--- src/design/ebcc_pkg.sv ---
// Shared types and constants for the edge box crop and clip block.
package ebcc_pkg;

    // Fraction bits of the clip ratio t (unsigned Q1.30)
    localparam int T_FRAC = 30;

    // Width of the configuration register index
    localparam int CFG_IDX_W = 3;

    typedef enum logic [1:0] {
        MODE_ERROR = 2'd0,
        MODE_MOVE  = 2'd1,
        MODE_DROP  = 2'd2,
        MODE_KEEP  = 2'd3
    } mode_t;

    typedef enum logic [CFG_IDX_W-1:0] {
        REG_MIN_X = 3'd0,
        REG_MIN_Y = 3'd1,
        REG_MIN_Z = 3'd2,
        REG_MAX_X = 3'd3,
        REG_MAX_Y = 3'd4,
        REG_MAX_Z = 3'd5,
        REG_MODE  = 3'd6,
        REG_NONE  = 3'd7
    } reg_idx_t;

    // Per-edge decision flags carried down the cell chain
    typedef struct packed {
        logic keep;
        logic err;
        logic moved;
        logic mend;
    } flags_t;

endpackage

--- src/design/ebcc_mul_cell.sv ---
// Multiplier cell: one shift-and-add step of t times the axis span.
module ebcc_mul_cell #(
    parameter int W = 32
) (
    input  logic                                   clk,
    input  logic                                   rst_n,
    input  logic                                   en,
    input  logic                                   vin,
    input  ebcc_pkg::flags_t                       flg_in,
    input  logic [2:0][W-1:0]                      pin_in,
    input  logic [2:0][W-1:0]                      m_in,
    input  logic [2:0]                             neg_in,
    input  logic [ebcc_pkg::T_FRAC:0]              t_in,
    input  logic [2:0][W+ebcc_pkg::T_FRAC:0]       acc_in,
    output logic                                   v_reg,
    output ebcc_pkg::flags_t                       flg_reg,
    output logic [2:0][W-1:0]                      pin_reg,
    output logic [2:0][W-1:0]                      m_reg,
    output logic [2:0]                             neg_reg,
    output logic [ebcc_pkg::T_FRAC:0]              t_reg,
    output logic [2:0][W+ebcc_pkg::T_FRAC:0]       acc_reg
);
    import ebcc_pkg::*;

    localparam int AW = W + T_FRAC + 1;

    logic [2:0][AW-1:0] acc_next;

    // Most significant bit of t first
    always_comb
    begin
        for (int a = 0; a < 3; a++)
            acc_next[a] = {acc_in[a][AW-2:0], 1'b0} +
                          (t_in[T_FRAC] ? {{(T_FRAC+1){1'b0}}, m_in[a]} : '0);
    end

    always_ff @(posedge clk or negedge rst_n)
    begin
        if (!rst_n)
            v_reg <= 1'b0;
        else if (en)
            v_reg <= vin;
    end

    always_ff @(posedge clk)
    begin
        if (en)
        begin
            flg_reg <= flg_in;
            pin_reg <= pin_in;
            m_reg   <= m_in;
            neg_reg <= neg_in;
            t_reg   <= {t_in[T_FRAC-1:0], 1'b0};
            acc_reg <= acc_next;
        end
    end

endmodule
--- config.mk ---
export PLATFORM = sky130hd
export DESIGN_NAME = ebcc_mul_cell
export DESIGN_NICKNAME = d
export VERILOG_FILES = /design/src/design/ebcc_pkg.sv /design/src/design/ebcc_mul_cell.sv
export SDC_FILE = /design/constraint.sdc
export NUM_CORES = 1
export LEC_CHECK = 0
export BUFFER_PORTS_ARGS = -buffer_cell sky130_fd_sc_hd__buf_2
export CAP_MARGIN = 20
export CORE_AREA = 4 4 329 331
export DETAILED_ROUTE_END_ITERATION = 8
export DIE_AREA = 0 0 333 335
export PLACE_DENSITY = 0.35
export SLEW_MARGIN = 20
export SYNTH_ARGS = -nofsm -noshare
export SYNTH_HDL_FRONTEND = slang
export SYNTH_SLANG_ARGS = --single-unit
--- constraint.sdc ---
create_clock -name clk -period 0.9 [get_ports clk]
set_clock_uncertainty 0.05 [all_clocks]
set_input_delay 0.18 -clock clk [delete_from_list [all_inputs] [get_ports clk]]
set_output_delay 0.18 -clock clk [all_outputs]
set_load 0.005 [all_outputs]
Word-level counts from Yosys, hierarchy flattened. Index checks and enable logic that the tools add are counted.

Register bits after elaboration: 419. Bits in latches: 0. Bits in writable memories: 0. Bits in read-only memories: 0. Bits of input ports: 423. Output and inout port bits: 420. Word-level logic and storage cells: 22. Memories kept: 0.

Add/subtract/negate cells: 3. Multipliers: 0. Div/mod/pow operators: 0. $lt $le $gt $ge: 0. Eq/ne operators: 0. Shift-type cells: 0. Mux-type cells: 3. Bitwise operators: 0. Reductions and logical operators: 0.

Operators by type and width (number): $add 63x32->63 (3); $mux 32 (3).

Logic depth before layout (Yosys ltp).
Depth in word-level cells: 2. Gate-level depth with buffers: 15. Mapped depth without buffers: 13.

Worst setup path after synthesis. OpenSTA, ideal clock, no wires.

Path kind: input port to flip-flop. Start point: in t_in[30] (netlist bit). End point: reg acc_reg[187] (netlist bit) (data pin). Setup time: 0.273 ns. Data arrival time: 3.015 ns. Data required time: 0.577 ns. Slack: -2.437 ns. Stages on the path: 15. Buffers on the path: 2. Path through: clkbuf_1 clkbuf_1 and2_1 ha_1 inv_1 fa_1 nand2b_1 a21oi_1 or3b_2 a21oi_1 a21oi_1 o21ai_1 a21boi_1 nor4b_1 xor2_1.

RTL lines: from (decl) (line ebcc_mul_cell.sv:13) `input logic [ebcc_pkg::T_FRAC:0] t_in,`; to (signal assigned) (line ebcc_mul_cell.sv:54) `acc_reg <= acc_next;`; to (decl) (line ebcc_mul_cell.sv:21) `output logic [2:0][W+ebcc_pkg::T_FRAC:0] acc_reg`.

==> summary.txt <==
Placed design
  • Number of port buffers: 838
  • Dpl ws: -2580 ps
  • Post-DP HPWL: ~73000 um
  • GPL Wtd Cong: between 0.8 and 0.9
  • DP Area: roughly 0.030 mm^2

Timing
  • Setup-failing EPs final: 634
  • Final Hold Fails: 2
  • Highest clock rate: 0.389 GHz
  • Setup repair after global routing missed its margin: true
  • Max Slew Vio Count: 0
  • Hold WS: -167 ps
  • Least-Margin Pin Slew: 649 ps
  • Final worst setup slack: -1670 ps
  • Crit share post-route: 2.86
  • Rel. slew slack: 0.567
  • Fin crit period: 2570 ps

Synth
  • Synthesized cell area: 0.0199 mm^2
  • Cells after Synth: 1510
  • #FFs+latches synth: 419
  • Syn. warnings: 0
  • Syn Nets: 2029
  • Register area share after synthesis: 0.632
  • Synth async-reset ratio: 0.00239
  • Synth cell types: between 70 and 80
  • Most used DFF post-synth: edfxtp_1
  • Avg Cell Area, Syn: about 13 um^2
  • EDFF count, synth: between 400 and 500

Clocking
  • Num CTS Buffers: 55
  • CTS tree: done
  • Clk sinks: 419
  • Cts hold-fix bufs: 327
  • Max Buffers Root-to-Sink: 3
  • Root buffer cell: clkbuf_16
  • Clock transition at the registers of the reported paths: 60 ps
  • Latest clock arrival within the worst-skew pair: 620 ps
  • H-tree Lvls: 2

Setup path
  • Slowest CP cell: or3_4
  • Data required time of the worst path: 1210 ps
  • Critical path arrival: about 2900 ps
  • Setup crit end kind: flip-flop
  • Startpoint types: input pin
  • Max incr delay on CP: 370 ps
  • Register-to-register setup slack: between 100 and 150 ps
  • Crit path cell chain: buf_12 > buf_12 > buf_8 > and2_4 > ha_4 > buf_6 > a21boi_4 > or3_4 > a31o_1 > o21ai_4 > o2bb2ai_4 > o21a_4 > buf_6 > nor4b_4 > xor2_1
  • Critical path type: in -> reg
  • Maximum fanout along the worst path: 7

Finish
  • Post-Layout Inst Area: roughly 0.039 mm^2
  • Largest register FFs: ~190
  • Final Net Count: 3781
  • Area grow syn2layout: 93.5%
  • Share of layout cells above drive strength 1: 0.557

Global route
  • Grt ovf: 0
  • Largest net degree at the start of global routing: 77
  • Number of global-route vias before repair: 20.7k
  • Initial antenna violation count: 31
  • First-pass GRT wire length: 132000 um
  • GRT Total Usage: 0.157

Drt
  • Via Count: around 19k
  • DRT Wirelength: 92000 um
  • 1st-iter DRT viols: 728
  • Detailed Routing Iterations Pass 1: 5
  • Detail Route Antenna Nets: 0
  • Vias per inst: 4.04
  • DR WL/cell: 19.5 um
  • Drc violations: 0

Status
  • Status: finished, violations left
  • Failing checks: hold timing, setup timing

Job
  • MaxCap Viol Count: 0

Floorplan
  • Chip Width: around 330 um
  • Rows: 119
  • Initial core utilization: 0.189
  • Core Footprint: roughly 0.11 mm^2
  • Die area: 0.112 mm^2
  • Die H: 335 um
  • I/O pins: 843

Pwr
  • LEAKAGE: 16.7 nW
  • Cell Pwr Density: 1610 mW/mm^2
  • Max IR drop VDD: 1.40 mV

Worst hold path
  • Tightest Hold Check Type: in -> reg
-- through the flow --
step | total power [W] | setup TNS, ps | instances | util
floorplan | 0.0285 | -276250 | 1510 | -
global placement | 0.0360 | -497340 | 4191 | 0.290
detailed placement | 0.0359 | -499610 | 4191 | 0.290
CTS | 0.0624 | -468330 | 4671 | 0.356
global route | 0.0650 | -481360 | 4702 | 0.366
finish | 0.0621 | -439790 | 4711 | 0.366
-- routing by layer --
metal  up-vias  part of all wire  track usage
li1       9216                 -            -
met1      9120              0.39        0.176
met2       571              0.51        0.284
met3       115             0.082       0.0559
met4        26             0.018       0.0350
met5         -            0.0020            0
-- worst max-delay path: cells and delay by family --
family | cells | cell delay, ps
AOI/OAI and AO/OA | 5 | 880
and+or+nand+nor | 3 | 760
buffers and inverters | 5 | 620
adders and majority gates | 1 | 310
xor gates and xnor gates | 1 | 100
-- synth_stat cells (4+ instances only) --
cell,instances,area [um^2]
a31oi_1,9,56.3
a21boi_0,4,30.0
nand2_1,97,364
nor4_1,10,62.6
nand4_1,38,238
inv_1,34,128
o21ai_0,52,260
o211ai_1,9,67.6
o21bai_1,11,82.6
a211oi_1,11,82.6
xnor2_1,111,972
o21a_1,14,105
ha_1,93,1160
nand2b_1,15,93.8
a21o_1,40,300
nor3_1,21,105
a21oi_1,93,465
xor2_1,61,534
clkbuf_1,24,90.1
nor3b_1,6,45.0
nand3_1,55,275
and3_1,26,163
nor2_1,70,263
and2_1,101,632
edfxtp_1,418,12600
or3_1,7,43.8
and4_1,9,78.8
nor2b_1,4,25.0
-- repair_timing --
| action | 4_1_cts | 5_1_grt |
|---|---|---|
| pin swaps | 164 | 108 |
| hold endpoints to repair | 350 | 7 |
| buffers inserted | 59 | 41 |
| cloned | 3 | 0 |
| endpoints found under the setup margin | 601 | 633 |
| resized for setup | 280 | 193 |
-- kinds of logic (layout without fill, tap and decap cells) --
kind of cell,Yosys count,count (layout),share of synthesized area
and+or+nand+nor,470,470,0.125
DFF,419,419,0.632
AOI/OAI and AO/OA,286,286,0.0916
xor gates and xnor gates,172,172,0.0757
adders and majority gates,96,96,0.0615
buffers and inverters,65,1863,0.0133
other,1,13,0.000188
muxes,1,1,0.000566
-- placed cells by master (no fill, tap or decap), drive strengths merged, types with 12 or more instances in the layout --
cell and count:
and3 26, o21ai 56, nor3 21, nand2b 15
a21o 40, and2 101, inv 38, o21a 14
nand4 38, nand2 98, xnor2 111, clkbuf 57
a21oi 94, nor2 70, xor2 61, clkinv 25
buf 1397, nand3 55, edfxtp 418, dlygate4sd3 327
diode 12, ha 93
-- worst paths after layout --
kind	cells past startpoint	endpoint	startpoint
worst max-delay path	15	acc_reg[38]	t_in[30]
worst min-delay path	2	acc_reg[127]	acc_in[126]
worst max register to register	1	v_reg	v_reg
worst min register to register	1	v_reg	v_reg
max in group asynchronous	3	v_reg	rst_n
min in group asynchronous	3	v_reg	rst_n
-- power by group --
group	internal (W)	switching, W	total [W]
clock network	0.0144	0.00920	0.0236
registers	0.0237	0.000600	0.0243
logic	0.00757	0.00661	0.0142
total	0.0457	0.0164	0.0621
-- layout make-up --
class / instances / area [um^2]
clock inverter: 47 / 556
antenna: 12 / 30.0
inverter: 34 / 128
tap: 1391 / 1740
fill: 10600 / 66600
multi-input combinational: 1026 / 9620
timing repair buffer: 1726 / 12500
clock buffer: 56 / 1380
sequential: 419 / 12600
No activity file was read; power rests on OpenSTA's default activity.
