$ cat src/design/ebcc_pkg.sv
// Shared types and constants for the edge box crop and clip block.
package ebcc_pkg;

    // Fraction bits of the clip ratio t (unsigned Q1.30)
    localparam int T_FRAC = 30;

    // Width of the configuration register index
    localparam int CFG_IDX_W = 3;

    typedef enum logic [1:0] {
        MODE_ERROR = 2'd0,
        MODE_MOVE  = 2'd1,
        MODE_DROP  = 2'd2,
        MODE_KEEP  = 2'd3
    } mode_t;

    typedef enum logic [CFG_IDX_W-1:0] {
        REG_MIN_X = 3'd0,
        REG_MIN_Y = 3'd1,
        REG_MIN_Z = 3'd2,
        REG_MAX_X = 3'd3,
        REG_MAX_Y = 3'd4,
        REG_MAX_Z = 3'd5,
        REG_MODE  = 3'd6,
        REG_NONE  = 3'd7
    } reg_idx_t;

    // Per-edge decision flags carried down the cell chain
    typedef struct packed {
        logic keep;
        logic err;
        logic moved;
        logic mend;
    } flags_t;

endpackage

$ cat src/design/ebcc_div_cell.sv
// Divider cell: one restoring quotient bit per axis, handed to the next cell.
module ebcc_div_cell #(
    parameter int W = 32
) (
    input  logic                               clk,
    input  logic                               rst_n,
    input  logic                               en,
    input  logic                               vin,
    input  ebcc_pkg::flags_t                   flg_in,
    input  logic [2:0][W-1:0]                  pin_in,
    input  logic [2:0][W-1:0]                  m_in,
    input  logic [2:0]                         neg_in,
    input  logic [2:0]                         act_in,
    input  logic [2:0][W-1:0]                  rem_in,
    input  logic [2:0][ebcc_pkg::T_FRAC-1:0]   q_in,
    output logic                               v_reg,
    output ebcc_pkg::flags_t                   flg_reg,
    output logic [2:0][W-1:0]                  pin_reg,
    output logic [2:0][W-1:0]                  m_reg,
    output logic [2:0]                         neg_reg,
    output logic [2:0]                         act_reg,
    output logic [2:0][W-1:0]                  rem_reg,
    output logic [2:0][ebcc_pkg::T_FRAC-1:0]   q_reg
);
    import ebcc_pkg::*;

    logic [W:0]               sh [3];
    logic [W:0]               rn [3];
    logic [2:0]               ge;
    logic [2:0][W-1:0]        rem_next;
    logic [2:0][T_FRAC-1:0]   q_next;

    always_comb
    begin
        for (int a = 0; a < 3; a++)
        begin
            sh[a] = {rem_in[a], 1'b0};
            ge[a] = sh[a] >= {1'b0, m_in[a]};
            rn[a] = ge[a] ? sh[a] - {1'b0, m_in[a]} : sh[a];
            rem_next[a] = rn[a][W-1:0];
            q_next[a]   = {q_in[a][T_FRAC-2:0], ge[a]};
        end
    end

    always_ff @(posedge clk or negedge rst_n)
    begin
        if (!rst_n)
            v_reg <= 1'b0;
        else if (en)
            v_reg <= vin;
    end

    always_ff @(posedge clk)
    begin
        if (en)
        begin
            flg_reg <= flg_in;
            pin_reg <= pin_in;
            m_reg   <= m_in;
            neg_reg <= neg_in;
            act_reg <= act_in;
            rem_reg <= rem_next;
            q_reg   <= q_next;
        end
    end

endmodule

$ cat config.mk
export PLATFORM = sky130hd
export DESIGN_NAME = ebcc_div_cell
export DESIGN_NICKNAME = d
export VERILOG_FILES = /design/src/design/ebcc_pkg.sv /design/src/design/ebcc_div_cell.sv
export SDC_FILE = /design/constraint.sdc
export NUM_CORES = 1
export LEC_CHECK = 0
export BUFFER_PORTS_ARGS = -buffer_cell sky130_fd_sc_hd__buf_2
export CELL_PAD_IN_SITES_DETAIL_PLACEMENT = 1
export CELL_PAD_IN_SITES_GLOBAL_PLACEMENT = 2
export CORE_AREA = 2 2 305 307
export DETAILED_ROUTE_END_ITERATION = 6
export DIE_AREA = 0 0 307 309
export GPL_ROUTABILITY_DRIVEN = 0
export PLACE_DENSITY = 0.67
export SKIP_CTS_REPAIR_TIMING = 1
export SLEW_MARGIN = 20
export SYNTH_ARGS = -nofsm -noshare
export SYNTH_HDL_FRONTEND = slang
export SYNTH_SLANG_ARGS = --single-unit
$ cat constraint.sdc
create_clock -name clk -period 0.8 [get_ports clk]
set_input_delay 0.12 -clock clk [delete_from_list [all_inputs] [get_ports clk]]
set_output_delay 0.12 -clock clk [all_outputs]
set_load 0.02 [all_outputs]
# Yosys cells after proc, flatten, opt, wreduce, memory -nomap -nowiden
# Index checks and enable logic that the tools add are counted.
# Widths: inputs -> output; s select.
[word_totals] ff_bits=389 wordCells=31 out_inout_bits=389
[op_classes] order_cmp=3 muxes=3 add_sub_neg=3
[ops] op="$ge 33x32->1" count=3
[ops] op="$mux 32" count=3
[ops] op="$sub 32x32->32" count=3

# Longest topological paths before layout
# Gate-level depths: netlist (run 1).
[depth] ltp_word=2 mapped_depth=14 depth_no_buf=12

# Least setup slack after synthesis (run 1)
# OpenSTA, ideal clock, no wires.
[synth_path] kind="input-to-reg" startpoint="input m_in[11] (netlist bit)" endpoint="register rem_reg[18] (netlist bit), data pin" path_buffers=2 t_required_ns=0.540 setup_time_ns=0.260 setup_slack_ns=-1.820 cell_stages=12 arrival_ns=2.360 cell_sequence="inv_1 ha_1 buf_2 nand3_1 nor4_2 o2111ai_1 a31oi_2 o221ai_1 nor2b_1 o21ai_4 buf_6 mux2_2"
[synth_rtl] item="start, declared" line="ebcc_div_cell.sv:11" source="input logic [2:0][W-1:0] m_in,"
[synth_rtl] item="end signal, assigned" line="ebcc_div_cell.sv:62" source="rem_reg <= rem_next;"
[synth_rtl] item="end, declared" line="ebcc_div_cell.sv:22" source="output logic [2:0][W-1:0] rem_reg,"

==> results of run 1 <==
==> final cells by class <==
type                            count  area [µm²]  share of cell area (%)
Timing Repair Buffer             1625       13200                    36.8
Sequential cell                   389       11700                    32.5
Multi-Input combinational cell    879        7550                    21.0
Tap cell                         1186        1480                    4.13
Clock buffer                       55        1210                    3.36
Inverter                          115         469                    1.31
Clock inverter                     32         305                   0.850
Antenna cell                        8        20.0                  0.0557
==> cells in the final DEF, fill, tap and decap left out, types with 15 or more instances in the layout <==
| cell | count |
|---|---|
| sky130_fd_sc_hd__nor2_4 | 45 |
| sky130_fd_sc_hd__xor2_1 | 35 |
| sky130_fd_sc_hd__buf_2 | 525 |
| sky130_fd_sc_hd__o21ai_1 | 15 |
| sky130_fd_sc_hd__a21oi_1 | 90 |
| sky130_fd_sc_hd__ha_1 | 61 |
| sky130_fd_sc_hd__nand2b_1 | 16 |
| sky130_fd_sc_hd__clkbuf_16 | 55 |
| sky130_fd_sc_hd__a21o_1 | 29 |
| sky130_fd_sc_hd__xnor2_1 | 44 |
| sky130_fd_sc_hd__a21oi_2 | 61 |
| sky130_fd_sc_hd__buf_12 | 15 |
| sky130_fd_sc_hd__mux2_4 | 25 |
| sky130_fd_sc_hd__nand2_1 | 75 |
| sky130_fd_sc_hd__nand3_1 | 19 |
| sky130_fd_sc_hd__inv_1 | 99 |
| sky130_fd_sc_hd__ha_4 | 33 |
| sky130_fd_sc_hd__edfxtp_1 | 388 |
| sky130_fd_sc_hd__nand4_1 | 16 |
| sky130_fd_sc_hd__nor2_1 | 59 |
| sky130_fd_sc_hd__o21ai_0 | 40 |
| sky130_fd_sc_hd__buf_6 | 255 |
| sky130_fd_sc_hd__o21a_1 | 18 |
| sky130_fd_sc_hd__dlygate4sd3_1 | 382 |
| sky130_fd_sc_hd__buf_4 | 426 |
==> kinds of logic after synthesis <==
group / count (synthesis)
mux: 28
compound gates: 356
xor+xnor: 80
flops: 389
simple gates: 316
buf+inv: 150
fa+ha+maj: 99
==> worst max-delay path by stage <==
stage / startpoint / end / slack, ps / cells after the start
after global routing: m_in[14] / rem_reg[25] / -1500 / 13
after floorplan: m_in[16] / rem_reg[10] / -1690 / 12
final: m_in[66] / rem_reg[95] / -1420 / 16
after detailed placement: m_in[13] / rem_reg[10] / -2270 / 14
after CTS: m_in[13] / rem_reg[17] / -1580 / 14
after global placement: m_in[12] / rem_reg[19] / -2210 / 14
==> power breakdown <==
group	leakage, nW	total (W)	switching [W]	internal, W
clock	0.737	0.0218	0.00988	0.0119
combinational	11.0	0.0209	0.0105	0.0103
sequential	3.81	0.0259	0.00102	0.0249
total	15.5	0.0686	0.0214	0.0472
==> per-stage QoR <==
| step | hold WS [ps] | total power, W |
|---|---|---|
| final | -319 | 0.0686 |
| after global routing | -343 | 0.0713 |
| after CTS | -807 | 0.0638 |
| after detailed placement | -102 | 0.0418 |
| after global placement | -105 | 0.0415 |
| after floorplan | -176 | 0.0335 |
==> cells in the mapped netlist, types with 5 or more instances <==
cell type	instances	area share (%)
sky130_fd_sc_hd__edfxtp_1	388	64
sky130_fd_sc_hd__nand4_1	16	0.55
sky130_fd_sc_hd__or3_1	5	0.17
sky130_fd_sc_hd__and2_1	5	0.17
sky130_fd_sc_hd__o21ai_1	5	0.14
sky130_fd_sc_hd__a21boi_0	7	0.29
sky130_fd_sc_hd__o21a_1	18	0.74
sky130_fd_sc_hd__xor2_1	36	1.7
sky130_fd_sc_hd__ha_1	96	6.6
sky130_fd_sc_hd__a211oi_1	12	0.49
sky130_fd_sc_hd__nand2b_1	18	0.62
sky130_fd_sc_hd__mux2_2	16	0.98
sky130_fd_sc_hd__a21oi_1	158	4.3
sky130_fd_sc_hd__o21bai_1	8	0.33
sky130_fd_sc_hd__o21ai_0	58	1.6
sky130_fd_sc_hd__or2_2	5	0.17
sky130_fd_sc_hd__xnor2_1	44	2.1
sky130_fd_sc_hd__buf_6	6	0.37
sky130_fd_sc_hd__nor2b_1	15	0.51
sky130_fd_sc_hd__o211ai_1	10	0.41
sky130_fd_sc_hd__nor2_1	118	2.4
sky130_fd_sc_hd__o221ai_1	5	0.24
sky130_fd_sc_hd__mux2_4	6	0.49
sky130_fd_sc_hd__a31oi_1	7	0.24
sky130_fd_sc_hd__nand3_1	21	0.57
sky130_fd_sc_hd__clkbuf_1	9	0.18
sky130_fd_sc_hd__buf_2	16	0.44
sky130_fd_sc_hd__and3_1	7	0.24
sky130_fd_sc_hd__nand2_1	79	1.6
sky130_fd_sc_hd__nor3_1	12	0.33
sky130_fd_sc_hd__a21o_1	29	1.2
sky130_fd_sc_hd__inv_1	115	2.4
==> per-layer routing <==
metal,share of wire [%],global-route usage (%),vias up
met3,7.0,5.49,165
li1,-,-,8548
met2,51,27.6,644
met5,0.12,0,-
met1,39,19.0,9235
met4,3.0,4.27,18
==> reports/results.md, run 1 <==
| Metric | Value |
| --- | --- |
| Run status | finished with violations |
| Violations in the final reports | hold timing, setup timing |
| Final critical-path setup slack | -1420 ps |
| WP data required | 1150 ps |
| Peak VDD IR | 1880 µV |
| Worst rel slew slack | 66.1% |
| Summed area of non-filler cells in the final layout | 35900 µm² |
| Total number of yosys warnings | 0 |
| Worst setup path class | input port to flop |
| Cell family contributing the most delay on the critical path | compound AO/OA/AOI/OAI gates |
| Total standard cell area after synthesis | 18300 µm² |
| Clock transition at the registers of the reported paths | 60 ps |
| Via count of the first global-routing pass | 17800 |
| Pin count of the biggest net entering global routing | 29 |
| Worst Hold Launch | m_in[1] |
| CTS tree | built |
| Ys async rst share | 0.257% |
| Via count | 18600 |
| Post-DR wirelength/cell | 21.8 µm |
| Category of the worst setup path launch point | input port |
| Via density per instance | 4.34 |
| Number of flops mapped to enable cells by yosys | 388 |
| Classification of the worst-slack hold path | input port to flop |
| DRC viols | 0 |
| Reported max-cap violation count | 0 |
| Synthesized netlist net count | 1909 |
| Cell at the slowest stage of the critical path | sky130_fd_sc_hd__ha_1 |
| Setup skew after layout | 0 ps |
| Post-synthesis register bit count | 389 |
| Critical path cell sequence | clkbuf_4, inv_1, ha_1, buf_4, o21ai_1, a21oi_1, o21ai_1, a211oi_2, buf_4, o2111ai_4, buf_4, buf_4, o21ai_1, a21oi_2, xor2_1, a21oi_2 |
| Power density of the placed cells | 1910 nW/µm² |
| Portion of netlist area occupied by mux cells | 1.83% |
| Final period util | 277% |
| Router iterations before antenna repair | 5 |
| Hold path cells | 1 |
| Total Die Area | 94900 µm² |
| Actual slew at the worst max-slew pin | 507 ps |
| Area share of xor/xnor cells in the synthesized design | 3.83% |
| Cells after DPL | 3770 |
| Sequential area share after synthesis | 63.8% |
| Dominant combinational cell family by area after synthesis | compound AO/OA/AOI/OAI gates |
| Count of cell types in the netlist | 71 |
| Synthesized area per cell | 12.9 µm² |
| # rows | 111 |
| Worst reg-to-reg path cell count | 1 |
| Static power due to leakage | 15.5 nW |
| Maximum clock insertion buffer count | 3 |
| Destination of the worst register-to-register timing path | v_reg |
| GRT Overall Usage | 16.0% |
| Data arrival at the endpoint of the critical path | 2570 ps |
| H-tree depth | 2 |
| Clock root buffer master | sky130_fd_sc_hd__clkbuf_16 |
| Placed Instance Area | 27200 µm² |
| Number of port buffers | 777 |
| Placed wire-length estimate after detailed placement | 67100 µm |
| Final hold viol count | 3 |
| Layout-stage area growth over the synthesis result | 96.4% |
| Number of max-slew violations in the final report | 0 |
| Final critical-path required period | 2220 ps |
| Die outline height | 309 µm |
| Chip Width | 307 µm |
| Count of endpoints failing setup in the final report | 491 |
| Fraction of the mapped netlist area in compound gates | 12.1% |
| Synthesized-area fraction occupied by and/or/nand/nor cells | 8.03% |
| Initial Utilization | 20.0% |
| Fillers | 9984 |
| Slowest stage delay, CP | 320 ps |
| WHS Endpoint | m_reg[1] |
| Element type at the critical path end | flop |
| Ports placed on the boundary | 781 |
| Biggest fanout along the worst timing path | 4 |
| Source-to-sink clock delay at the later pin of the worst-skew pair | 640 ps |
| Worst flop-to-flop path startpoint | v_reg |
| Post-layout utilization of the core | 39.3% |
| Total negative setup slack | -326500 ps |
| Setup slack at placement | -2270 ps |
| Final WL | 93500 µm |
| Sink count of the clock tree | 389 |
| # nets final | 3548 |
| Dominant synthesized flop cell | sky130_fd_sc_hd__edfxtp_1 |
| Dominant cell type by count on the critical path | sky130_fd_sc_hd__buf_4 |
| Number of antenna violations at the first check in global routing | 21 |
| Global-route wire length before repair | 113000 µm |
| Worst hold-check slack | -319 ps |
| Total clock buffers created by CTS | 47 |
| Unrepaired setup endpoints after global routing | yes |
| Adder-cell share of the synthesized area | 6.89% |
| DRT iter0 DRCs | 915 |
| Max Fclk | 0.451 GHz |
| Antenna-violating nets left | 0 |
| Proportion of layout cells with a drive suffix above 1 | 51.4% |
| Post-Syn Instances | 1418 |
| Area inside the core boundary | 91400 µm² |
| Final std cells w/o fill | 4289 |
| Buffers and inverters on the worst path | 6 |
| Setup slack, reg-to-reg | 20 ps |
| Total congestion overflow | 0 |
Power figures use the tool's default switching activity.
==> run 2, diff against run 1 <==
--- a/config.mk
+++ b/config.mk
@@ -8,11 +8,12 @@
 export BUFFER_PORTS_ARGS = -buffer_cell sky130_fd_sc_hd__buf_2
 export CELL_PAD_IN_SITES_DETAIL_PLACEMENT = 1
 export CELL_PAD_IN_SITES_GLOBAL_PLACEMENT = 2
-export CORE_AREA = 2 2 305 307
+export CORE_AREA = 2 2 306 308
+export CTS_CLUSTER_DIAMETER = 40
 export DETAILED_ROUTE_END_ITERATION = 6
-export DIE_AREA = 0 0 307 309
+export DIE_AREA = 0 0 308 310
 export GPL_ROUTABILITY_DRIVEN = 0
-export PLACE_DENSITY = 0.67
+export PLACE_DENSITY = 0.64
 export SKIP_CTS_REPAIR_TIMING = 1
 export SLEW_MARGIN = 20
 export SYNTH_ARGS = -nofsm -noshare
==> constraint.sdc (replaced) <==
create_clock -name clk -period 2.63 [get_ports clk]
set_input_delay 0.3945 -clock clk [delete_from_list [all_inputs] [get_ports clk]]
set_output_delay 0.3945 -clock clk [all_outputs]
set_load 0.02 [all_outputs]
==> run 2 against run 1 <==
- the flow now finishes without violations
- cell area down 11%
- worst setup slack better by 1500 ps
- die area up 0.65%
- worst hold slack better by 370 ps
- combinational power down 76%
- utilization down 4.6 points
- clock power down 55%
- largest power group is now the clock network
==> reports/results.md, run 2 (synthesis results as in run 1) <==
| Metric | Value |
| --- | --- |
| Via count | 17200 |
| Biggest fanout along the worst timing path | 12 |
| Sequential Power Share | 34.3% |
| Final critical-path setup slack | 85.2 ps |
| Internal Dissipation | 0.0160 W |
| Ports placed on the boundary | 781 |
| Most frequent cells in the layout | 775 x sky130_fd_sc_hd__buf_2, 388 x sky130_fd_sc_hd__edfxtp_1, 338 x sky130_fd_sc_hd__buf_4, 269 x sky130_fd_sc_hd__dlygate4sd3_1, 145 x sky130_fd_sc_hd__a21oi_1 |
| Peak VDD IR | 613 µV |
| WP data required | 2980 ps |
| Sw Share | 29.3% |
| Worst flop-to-flop path startpoint | v_reg |
| DRC viols | 0 |
| Sink count of the clock tree | 389 |
| Number of max-slew violations in the final report | 0 |
| Final Power | 0.0227 W |
| Count of endpoints failing setup in the final report | 0 |
| Die outline height | 310 µm |
| Post-layout utilization of the core | 34.7% |
| Reported max-cap violation count | 0 |
| Max Fclk | 0.393 GHz |
| Data arrival at the endpoint of the critical path | 2890 ps |
| H-tree depth | 3 |
| Source-to-sink clock delay at the later pin of the worst-skew pair | 600 ps |
| Worst setup path class | input port to flop |
| CTS tree | built |
| Slowest stage delay, CP | 510 ps |
| Buffers and inverters on the worst path | 6 |
| Via density per instance | 4.17 |
| Antenna-violating nets left | 0 |
| Power density of the placed cells | 707 nW/µm² |
| Net switching power of the design | 0.00666 W |
| Maximum clock insertion buffer count | 3 |
| Worst rel slew slack | 65.1% |
| Cell family contributing the most delay on the critical path | buffers and inverters |
| Critical path cell sequence | dlygate4sd3_1, buf_2, inv_1, ha_1, a21o_1, a2111oi_2, buf_4, nand2_4, buf_12, buf_4, nor2_1, a21oi_1 |
| Pin count of the biggest net entering global routing | 75 |
| Unrepaired setup endpoints after global routing | yes |
| Static power due to leakage | 14.3 nW |
| Most common library cell in the layout ignoring fill and taps | sky130_fd_sc_hd__buf_2 |
| Clock root buffer master | sky130_fd_sc_hd__clkbuf_16 |
| Final hold viol count | 0 |
| Global-route wire length before repair | 108000 µm |
| Destination of the worst register-to-register timing path | v_reg |
| Number of port buffers | 777 |
| DRT iter0 DRCs | 820 |
| Area inside the core boundary | 92500 µm² |
| Clock transition at the registers of the reported paths | 50 ps |
| Dominant cell type by count on the critical path | sky130_fd_sc_hd__buf_4 |
| Via count of the first global-routing pass | 17300 |
| Final critical-path required period | 2540 ps |
| Total congestion overflow | 0 |
| Instance count on the critical path | 12 |
| Placed wire-length estimate after detailed placement | 62900 µm |
| Total clock buffers created by CTS | 78 |
| Cell at the slowest stage of the critical path | sky130_fd_sc_hd__dlygate4sd3_1 |
| Setup slack at placement | -879 ps |
| Startpoint of the worst setup timing path | m_in[94] |
| Proportion of layout cells with a drive suffix above 1 | 46.5% |
| Chip Width | 308 µm |
| Worst hold-check slack | 46.8 ps |
| Crit path to | rem_reg[85] |
| Gate power share | 22.2% |
| Category of the worst setup path launch point | input port |
| Element type at the critical path end | flop |
| Setup slack, reg-to-reg | 1850 ps |
| Total Die Area | 95500 µm² |
| Router iterations before antenna repair | 5 |
| GR met2 Demand/Resource | 25.5% |
| Run status | finished, final reports clean |
| # nets final | 3353 |
| # rows | 112 |
| Post-DR wirelength/cell | 19.9 µm |
| GRT Overall Usage | 15.1% |
| Number of antenna violations at the first check in global routing | 15 |
| Clock Power Share | 43.5% |
| Worst reg-to-reg path cell count | 1 |
| Met1 usage in global routing | 17.2% |
| Initial Utilization | 19.8% |
| Actual slew at the worst max-slew pin | 518 ps |
| Met3 usage | 6.18% |
| Final WL | 82300 µm |
| Setup skew after layout | 0 ps |
| Final period util | 96.8% |
| Most used routing layer in global routing | met2 |
| Classification of the worst-slack hold path | input port to flop |
| Layout-stage area growth over the synthesis result | 75.3% |
==> run 2: per-stage QoR <==
stage	instances	TNS [ps]	instance area [µm²]
detailed placement	3702	-47490	26500
finish	4125	0	32100
global route	4125	-10.3	32100
CTS	3845	-348	29100
global placement	3702	-43440	26500
floorplan	1418	-2380	18600
==> run 2: how the worst min path moves through the flow <==
stage,from,to,depth (start not counted)
final,vin,v_reg,2
after global routing,vin,v_reg,2
after CTS,rst_n,v_reg,1
after detailed placement,rst_n,v_reg,1
after global placement,rst_n,v_reg,1
after floorplan,rst_n,v_reg,0
==> run 2: layout make-up <==
class | count | area (µm²)
multi-input cells | 879 | 6400
inverters | 115 | 459
fillers | 10400 | 60400
flip-flops and latches | 389 | 11700
diodes | 3 | 7.51
clock inverters | 59 | 577
repair buffers | 1399 | 9440
clock buffers | 84 | 2020
well taps | 1197 | 1500
==> run 2: metal layers <==
metal	vias to the layer above	wire length, µm
li1	8179	-
met1	8312	32000
met2	575	40600
met3	135	7380
met4	16	2110
met5	-	115
==> run 2: power groups by stage <==
stage | clock network [W] | registers, W | logic [W]
global route | 0.0104 | 0.00784 | 0.00545
floorplan | 0 | 0.00866 | 0.00150
CTS | 0.0101 | 0.00778 | 0.00467
global placement | 0 | 0.00787 | 0.00460
detailed placement | 0 | 0.00788 | 0.00464
finish | 0.00986 | 0.00778 | 0.00505
